==> config.mk <==
export PLATFORM = sky130hd
export DESIGN_NAME = minkowski_distance_accumulator_flat
export DESIGN_NICKNAME = d
export VERILOG_FILES = /design/src/mda_pkg.sv /design/src/mda_channels.sv /design/src/minkowski_distance_accumulator.sv /design/src/flat_wrapper.sv
export SDC_FILE = /design/constraint.sdc
export NUM_CORES = 2
export LEC_CHECK = 0
export ABC_AREA = 1
export BUFFER_PORTS_ARGS = -buffer_cell sky130_fd_sc_hd__buf_4
export CAP_MARGIN = 20
export CORE_UTILIZATION = 60
export DETAILED_ROUTE_END_ITERATION = 8
export GPL_TIMING_DRIVEN = 1
export PLACE_DENSITY_LB_ADDON = 0.12
export SETUP_SLACK_MARGIN = 0.4
export SLEW_MARGIN = 25
export SYNTH_ARGS = -nofsm -noshare
export SYNTH_HDL_FRONTEND = slang
export SYNTH_SLANG_ARGS = --single-unit
==> constraint.sdc <==
create_clock -name clock -period 9.1 [get_ports clock]
set_input_delay 0 -clock clock [delete_from_list [all_inputs] [get_ports clock]]
set_output_delay 0 -clock clock [all_outputs]
set_load 0.01 [all_outputs]
==> src/mda_pkg.sv <==
// shared types and constants of the minkowski distance accumulator
// no dependencies
package mda_pkg;

   localparam int MODE_W = 3;
   localparam int DIST_W = 32;
   localparam int ACC_W  = 64;
   localparam int MUL_W  = 32;
   localparam int BIT_W  = 5;

   localparam logic [MODE_W-1:0] MODE_ZERO = 3'd0;
   localparam logic [MODE_W-1:0] MODE_ONE  = 3'd1;
   localparam logic [MODE_W-1:0] MODE_TWO  = 3'd2;
   localparam logic [MODE_W-1:0] MODE_P3   = 3'd3;
   localparam logic [MODE_W-1:0] MODE_P4   = 3'd4;

   // highest root bit that can pass for each exponent
   localparam logic [BIT_W-1:0] ROOT2_TOP = 5'd31;
   localparam logic [BIT_W-1:0] ROOT3_TOP = 5'd21;
   localparam logic [BIT_W-1:0] ROOT4_TOP = 5'd15;

   typedef enum logic [4:0] {
      ST_IDLE = 5'b00001,
      ST_TERM = 5'b00010,
      ST_ACC  = 5'b00100,
      ST_ROOT = 5'b01000,
      ST_OUT  = 5'b10000
   } state_type;

endpackage

==> src/mda_channels.sv <==
// request and response channel interfaces of the minkowski distance accumulator
// depends on mda_pkg
interface mda_req_if #(parameter int ELEM_BITS = 12);
   logic                        valid;
   logic                        ready;
   logic signed [ELEM_BITS-1:0] elem_a;
   logic signed [ELEM_BITS-1:0] elem_b;
   logic                        last_element;

   modport source (output valid, output elem_a, output elem_b, output last_element,
                   input ready);
   modport sink   (input valid, input elem_a, input elem_b, input last_element,
                   output ready);
endinterface

interface mda_rsp_if;
   import mda_pkg::*;
   logic              valid;
   logic              ready;
   logic [DIST_W-1:0] distance;
   logic              saturated;

   modport source (output valid, output distance, output saturated, input ready);
   modport sink   (input valid, input distance, input saturated, output ready);
endinterface

==> src/minkowski_distance_accumulator.sv <==
// minkowski distance accumulator top level: shared multiplier under a sequencer
// depends on mda_pkg and mda_channels
//
// channel  | direction | contents
// req_ch   | in        | elem_a, elem_b, last_element (valid/ready)
// rsp_ch   | out       | distance, saturated (valid/ready, registered)
// csr_*    | in        | norm_mode write, no read-back
//
// p=3 and p=4 items take a longer chain of products than norms 0, 1, 2 and infinity,
// all of it through the one 32x32 multiplier
// a last item adds the root bisection on p=2, p=3 and p=4, one root bit per pass,
// and the result is then loaded into the response register
// reset sets norm_mode to 2 and clears the accumulator, count and flags
// req_ch.ready is low while an item is in work or a result waits on a full rsp_ch
module minkowski_distance_accumulator #(
   parameter int MAX_LEN   = 1024,
   parameter int ELEM_BITS = 12
) (
   input  logic                        clock,
   input  logic                        reset,
   mda_req_if.sink                     req_ch,
   mda_rsp_if.source                   rsp_ch,
   input  logic                        csr_wr_en,
   input  logic [mda_pkg::MODE_W-1:0]  csr_wr_data
);
   import mda_pkg::*;

   localparam int CNT_W = $clog2(MAX_LEN + 1);

   state_type             state_ff, state_in;
   logic [MODE_W-1:0]     mode_ff;
   logic [ACC_W-1:0]      acc_ff, acc_in;
   logic [CNT_W-1:0]      count_ff, count_in;
   logic                  ovf_ff, ovf_in;
   logic [ELEM_BITS-1:0]  diff_ff, diff_in;
   logic                  last_ff, last_in;
   logic [1:0]            step_ff, step_in;
   logic [DIST_W-1:0]     root_ff, root_in;
   logic [BIT_W-1:0]      bit_ff, bit_in;
   logic [ACC_W-1:0]      prod_ff, prod_in;
   logic [ACC_W-1:0]      hold_ff, hold_in;
   logic                  rsp_valid_ff, rsp_valid_in;
   logic [DIST_W-1:0]     rsp_dist_ff, rsp_dist_in;
   logic                  rsp_sat_ff, rsp_sat_in;

   logic                  accept;
   logic signed [ELEM_BITS:0] d;
   logic [ELEM_BITS:0]    d_abs;
   logic                  is_root;
   logic [1:0]            term_last;
   logic [1:0]            root_last;
   logic [BIT_W-1:0]      root_top;
   logic [MUL_W-1:0]      mul_a, mul_b;
   logic [DIST_W-1:0]     cand;
   logic [ACC_W:0]        sum;
   logic [ACC_W-1:0]      term;
   logic [ACC_W+2:0]      pw;
   logic                  fits;
   logic [ACC_W-1:0]      dist_src;
   logic                  out_free;

   assign accept = req_ch.valid && req_ch.ready;
   assign req_ch.ready = (state_ff == ST_IDLE);
   assign rsp_ch.valid = rsp_valid_ff;
   assign rsp_ch.distance = rsp_dist_ff;
   assign rsp_ch.saturated = rsp_sat_ff;
   assign out_free = !rsp_valid_ff || rsp_ch.ready;

   assign d = {req_ch.elem_a[ELEM_BITS-1], req_ch.elem_a}
            - {req_ch.elem_b[ELEM_BITS-1], req_ch.elem_b};
   assign d_abs = d[ELEM_BITS] ? $unsigned(-d) : $unsigned(d);

   assign is_root = (mode_ff == MODE_TWO) || (mode_ff == MODE_P3) || (mode_ff == MODE_P4);
   assign term_last = ((mode_ff == MODE_P3) || (mode_ff == MODE_P4)) ? 2'd1 : 2'd0;
   assign cand = root_ff | (DIST_W'(1) << bit_ff);
   assign sum = {1'b0, acc_ff} + {1'b0, term};
   assign fits = (pw <= {3'b000, acc_ff});
   assign dist_src = is_root ? {{(ACC_W-DIST_W){1'b0}}, root_ff} : acc_ff;
   assign prod_in = mul_a * mul_b;

   always_comb begin
      unique case (mode_ff)
         MODE_P3: begin
            root_last = 2'd3;
            root_top  = ROOT3_TOP;
         end
         MODE_P4: begin
            root_last = 2'd2;
            root_top  = ROOT4_TOP;
         end
         default: begin
            root_last = 2'd1;
            root_top  = ROOT2_TOP;
         end
      endcase
   end

   always_comb begin
      unique case (mode_ff)
         MODE_ZERO: term = ACC_W'(diff_ff != '0);
         MODE_ONE:  term = ACC_W'(diff_ff);
         default:   term = prod_ff;
      endcase
      if (mode_ff == MODE_P3) begin
         pw = {3'b000, hold_ff} + {prod_ff[34:0], 32'd0};
      end else begin
         pw = {3'b000, prod_ff};
      end
   end

   // multiplier operand select
   always_comb begin
      mul_a = MUL_W'(diff_ff);
      mul_b = MUL_W'(diff_ff);
      if (state_ff == ST_TERM && step_ff != 2'd0) begin
         mul_a = prod_ff[MUL_W-1:0];
         mul_b = (mode_ff == MODE_P4) ? prod_ff[MUL_W-1:0] : MUL_W'(diff_ff);
      end else if (state_ff == ST_ROOT) begin
         unique case (step_ff)
            2'd0: begin
               mul_a = cand;
               mul_b = cand;
            end
            2'd1: begin
               mul_a = prod_ff[MUL_W-1:0];
               mul_b = (mode_ff == MODE_P4) ? prod_ff[MUL_W-1:0] : cand;
            end
            default: begin
               mul_a = hold_ff[ACC_W-1:MUL_W];
               mul_b = cand;
            end
         endcase
      end
   end

   always_comb begin
      state_in     = state_ff;
      acc_in       = acc_ff;
      count_in     = count_ff;
      ovf_in       = ovf_ff;
      diff_in      = diff_ff;
      last_in      = last_ff;
      step_in      = step_ff;
      root_in      = root_ff;
      bit_in       = bit_ff;
      hold_in      = hold_ff;
      rsp_valid_in = rsp_valid_ff && !rsp_ch.ready;
      rsp_dist_in  = rsp_dist_ff;
      rsp_sat_in   = rsp_sat_ff;
      unique case (state_ff)
         ST_IDLE: begin
            if (accept) begin
               diff_in  = d_abs[ELEM_BITS-1:0];
               last_in  = req_ch.last_element;
               step_in  = 2'd0;
               state_in = ST_TERM;
            end
         end
         ST_TERM: begin
            if (step_ff == term_last) begin
               state_in = ST_ACC;
            end else begin
               step_in = step_ff + 2'd1;
            end
         end
         ST_ACC: begin
            if (mode_ff > MODE_P4) begin
               if (ACC_W'(diff_ff) > acc_ff) begin
                  acc_in = ACC_W'(diff_ff);
               end
            end else if (sum[ACC_W]) begin
               acc_in = '1;
               ovf_in = 1'b1;
            end else begin
               acc_in = sum[ACC_W-1:0];
            end
            if (count_ff < CNT_W'(MAX_LEN)) begin
               count_in = count_ff + CNT_W'(1);
            end
            step_in = 2'd0;
            root_in = '0;
            bit_in  = root_top;
            priority if (!last_ff) begin
               state_in = ST_IDLE;
            end else if (is_root) begin
               state_in = ST_ROOT;
            end else begin
               state_in = ST_OUT;
            end
         end
         ST_ROOT: begin
            if (step_ff == root_last) begin
               if (fits) begin
                  root_in = cand;
               end
               step_in = 2'd0;
               if (bit_ff == '0) begin
                  state_in = ST_OUT;
               end else begin
                  bit_in = bit_ff - BIT_W'(1);
               end
            end else begin
               step_in = step_ff + 2'd1;
               if (step_ff != 2'd0) begin
                  hold_in = prod_ff;
               end
            end
         end
         ST_OUT: begin
            if (out_free) begin
               rsp_valid_in = 1'b1;
               rsp_sat_in   = ovf_ff || (|dist_src[ACC_W-1:DIST_W]);
               rsp_dist_in  = (|dist_src[ACC_W-1:DIST_W]) ? '1 : dist_src[DIST_W-1:0];
               acc_in       = '0;
               count_in     = '0;
               ovf_in       = 1'b0;
               state_in     = ST_IDLE;
            end
         end
         default: state_in = ST_IDLE;
      endcase
   end

   always_ff @(posedge clock) begin
      if (reset) begin
         state_ff     <= ST_IDLE;
         mode_ff      <= MODE_TWO;
         acc_ff       <= '0;
         count_ff     <= '0;
         ovf_ff       <= 1'b0;
         step_ff      <= 2'd0;
         rsp_valid_ff <= 1'b0;
      end else begin
         state_ff     <= state_in;
         acc_ff       <= acc_in;
         count_ff     <= count_in;
         ovf_ff       <= ovf_in;
         step_ff      <= step_in;
         rsp_valid_ff <= rsp_valid_in;
         if (csr_wr_en) begin
            mode_ff <= csr_wr_data;
         end
      end
   end

   always_ff @(posedge clock) begin
      diff_ff     <= diff_in;
      last_ff     <= last_in;
      root_ff     <= root_in;
      bit_ff      <= bit_in;
      prod_ff     <= prod_in;
      hold_ff     <= hold_in;
      rsp_dist_ff <= rsp_dist_in;
      rsp_sat_ff  <= rsp_sat_in;
   end

endmodule

==> src/flat_wrapper.sv <==
// flat-port wrapper written by rule: the top's interface ports become plain ports
module minkowski_distance_accumulator_flat import mda_pkg::*;
#(
   parameter int MAX_LEN   = 1024,
   parameter int ELEM_BITS = 12
)
  (clock, reset, csr_wr_en, csr_wr_data, req_ch_valid, req_ch_elem_a, req_ch_elem_b, req_ch_last_element, req_ch_ready, rsp_ch_valid, rsp_ch_distance, rsp_ch_saturated, rsp_ch_ready);
  mda_req_if #(.ELEM_BITS(ELEM_BITS)) req_ch_i ();
  mda_rsp_if rsp_ch_i ();
  input  logic clock;
  input  logic reset;
  input  logic csr_wr_en;
  input  logic [mda_pkg::MODE_W-1:0] csr_wr_data;
  input wire logic [$bits(req_ch_i.valid)-1:0] req_ch_valid;
  input wire logic [$bits(req_ch_i.elem_a)-1:0] req_ch_elem_a;
  input wire logic [$bits(req_ch_i.elem_b)-1:0] req_ch_elem_b;
  input wire logic [$bits(req_ch_i.last_element)-1:0] req_ch_last_element;
  output wire logic [$bits(req_ch_i.ready)-1:0] req_ch_ready;
  output wire logic [$bits(rsp_ch_i.valid)-1:0] rsp_ch_valid;
  output wire logic [$bits(rsp_ch_i.distance)-1:0] rsp_ch_distance;
  output wire logic [$bits(rsp_ch_i.saturated)-1:0] rsp_ch_saturated;
  input wire logic [$bits(rsp_ch_i.ready)-1:0] rsp_ch_ready;
  assign req_ch_i.valid = req_ch_valid;
  assign req_ch_i.elem_a = req_ch_elem_a;
  assign req_ch_i.elem_b = req_ch_elem_b;
  assign req_ch_i.last_element = req_ch_last_element;
  assign req_ch_ready = req_ch_i.ready;
  assign rsp_ch_valid = rsp_ch_i.valid;
  assign rsp_ch_distance = rsp_ch_i.distance;
  assign rsp_ch_saturated = rsp_ch_i.saturated;
  assign rsp_ch_i.ready = rsp_ch_ready;
  minkowski_distance_accumulator #(.MAX_LEN(MAX_LEN), .ELEM_BITS(ELEM_BITS)) u_core (.clock(clock), .reset(reset), .req_ch(req_ch_i), .rsp_ch(rsp_ch_i), .csr_wr_en(csr_wr_en), .csr_wr_data(csr_wr_data));
endmodule
==> reports/results.txt <==
top_reg_cell synth: edfxtp_1
Hold Path Depth: 6
vias in the first global route: 48600
crit share post-route: 96.9%
Worst Setup End Kind: register
post-placement cell count: 8527
register area share after synthesis: 13.0%
Hold Path Class: in -> reg
syn_area_per_cell: 7.65 um2
Placer Congestion: 1.07
die width: 306 um
CTS tree: built
worst-margin pin slew: 999 ps
Synth area leaders: fa_1 32%, inv_1 11%, ha_1 10%, nand2_1 10%, edfxtp_1 7.9%
clk buf depth: 3
worst-path fanout max: 10
async set-reset flop share out of synthesis: 0%
residual DRC count: 0
final worst-path setup slack: 281 ps
diode count: 0
routed len/inst: 22.0 um
CP Launch Type: register
final setup violation count: 0
Final Hold Vio Count: 0
pre-CTS setup slack: 29.3 ps
Buffers on Ports: 67
synth unique cells: 59
cells after synthesis: 7272
family with the most delay on the worst path: adder cells
synthesized net count: 8659
area leader, netlist: fa_1
area of the die: 93900 um2
slowest stage delay, CP: 580 ps
Buf/Inv on CP: 7
Synth warnings: 0
Crit path top cell by count: fa_1
# clock sinks: 287
Core ar.: 91700 um2
status: completed
worst path required time: 9580 ps
CTS root buffer: clkbuf_16
reg2reg end: u_core.prod_ff[60]
final net count: 8853
DR pass1 iterations: 7
Final Max Slew Viols: 0
H-tree Lvls: 1
Die H: 306 um
hold wc startpoint: req_ch_elem_a[10]
vias after detailed routing: 50000
FF-to-FF setup slack: 280 ps
fmax: 0.113 GHz
I/O pin cnt: 68
hold slack: 32.1 ps
largest net degree at the start of global routing: 113
Initial DRC Count: 5401
Syn-to-layout area delta: 11.3%
Hold EP: u_core.diff_ff[10]
Total GRT Usage: 40.2%
dpl hpwl: 157000 um
most numerous cell in the Yosys netlist: inv_1
Avg Vias per Cell: 5.77
synthesized cell area: 55600 um2
Period minus WS final: 8820 ps
WS Path Type: reg -> reg
Post-synth EDFFs: 147
Routed WL: 190000 um
final non-filler cell total: 8674
Worst path slowest cell: fa_1
number of synthesized register bits: 287
first-pass GRT wire length: 284000 um
Worst R2R Start: u_core.bit_ff[0]
setup total negative slack: 0 ps
RSZ-0062 raised after global routing: true
row count: 111
Initial Util: 60.7%
R2R depth: 33
Num CTS Buffers: 29
clock skew: 14.1 ps
initial antenna violation count: 2
layout cells sized above 1: 9.83%
worst skew pair latency: 610 ps
top cell type's share of synthesized area: 32.4%
max_cap viols: 0
CP arrival: 9290 ps
Relative slew margins: 33.4%
clock-pin slew on the worst setup and hold paths: 70 ps
Post-synth top cells: 1660 x inv_1, 1499 x nand2_1, 899 x fa_1
Overflow after GRT: 0
ANT nets after route: 0
metal layers:
layer  routed length, um  track usage [%]  up-vias
met2               83300             61.3     2611
met3               21700             8.64      492
li1                    -                -    22500
met5                  12                0        -
met1               75900             55.6    24400
met4                9550             16.5        2
area by class of cell:
class                   instances  area [um2]
clock buffers                  32         737
multi-input cells            5010       41600
well taps                    1186        1480
fillers                      8000       29800
flip-flops and latches        287        7220
repair buffers                437        4120
clock inverters                21         274
repair inverters                1        7.51
inverters                    1700        6460
worst min-delay path: stages:
cell     delay (ps)
buf_4            80
ha_1            130
inv_1            50
nand2_1          50
nand2_1          70
xor2_1          140
flip-flops by register name, indices dropped and copies added, names as in the netlist:
register                 cells
u_core.diff_ff              12
u_core.last_ff               1
u_core.rsp_ch.distance      32
u_core.prod_ff              64
u_core.rsp_ch.saturated      1
u_core.ovf_ff                1
u_core.rsp_ch.valid          1
u_core.bit_ff                5
u_core.acc_ff               64
u_core.root_ff              32
u_core.mode_ff               3
u_core.hold_ff              64
u_core.step_ff               2
u_core.state_ff              5
metrics by stage:
step                      area [um2]  util (%)
after floorplan                55600         -
after global placement         58800      64.2
after detailed placement       58800      64.2
after CTS                      60200      65.7
after global routing           61900      67.5
final                          61900      67.5
timing repair:
item	in CTS	in global routing
endpoints found under the setup margin	30	38
endpoints found under the hold margin	12	0
gates cloned	0	8
hold buffers	16	0
gates resized for setup	49	225
pin swaps	3	22
buffers inserted	9	61
cells by family (layout without fill, tap and decap cells):
group | after synthesis | count (layout) | share of synthesized area [%]
simple gates | 2513 | 2513 | 18.0
buf+inv | 1975 | 2191 | 14.0
fa+ha+maj | 1354 | 1354 | 42.6
compound gates | 990 | 990 | 10.0
flops | 287 | 287 | 13.0
xor+xnor | 153 | 153 | 2.41
how the worst max path moves through the flow:
| stage | from | to | cells past startpoint | slack [ps] |
|---|---|---|---|---|
| final | u_core.bit_ff[0] | u_core.prod_ff[60] | 33 | 280 |
| after global placement | u_core.state_ff[2] | u_core.prod_ff[62] | 34 | -230 |
| after CTS | u_core.state_ff[0] | u_core.prod_ff[61] | 37 | 340 |
| after floorplan | u_core.step_ff[0] | u_core.prod_ff[61] | 36 | 1200 |
| after global routing | u_core.bit_ff[1] | u_core.prod_ff[60] | 34 | 150 |
| after detailed placement | u_core.state_ff[0] | u_core.prod_ff[61] | 36 | 30 |
layout by cell type (no fill, tap or decap), types with 49 or more instances in the layout:
cell type / count
a21oi_1: 412
a31oi_1: 49
buf_4: 351
dfxtp_1: 139
edfxtp_1: 147
fa_1: 894
ha_1: 435
inv_1: 1631
nand2_1: 1489
nand3_1: 131
nor2_1: 692
nor3_1: 61
o21ai_0: 248
xnor2_1: 65
xor2_1: 88
Power is left out: the tool's default activity adds up to more than one toggle a clock period on the data nets, which glitch-free logic cannot reach.
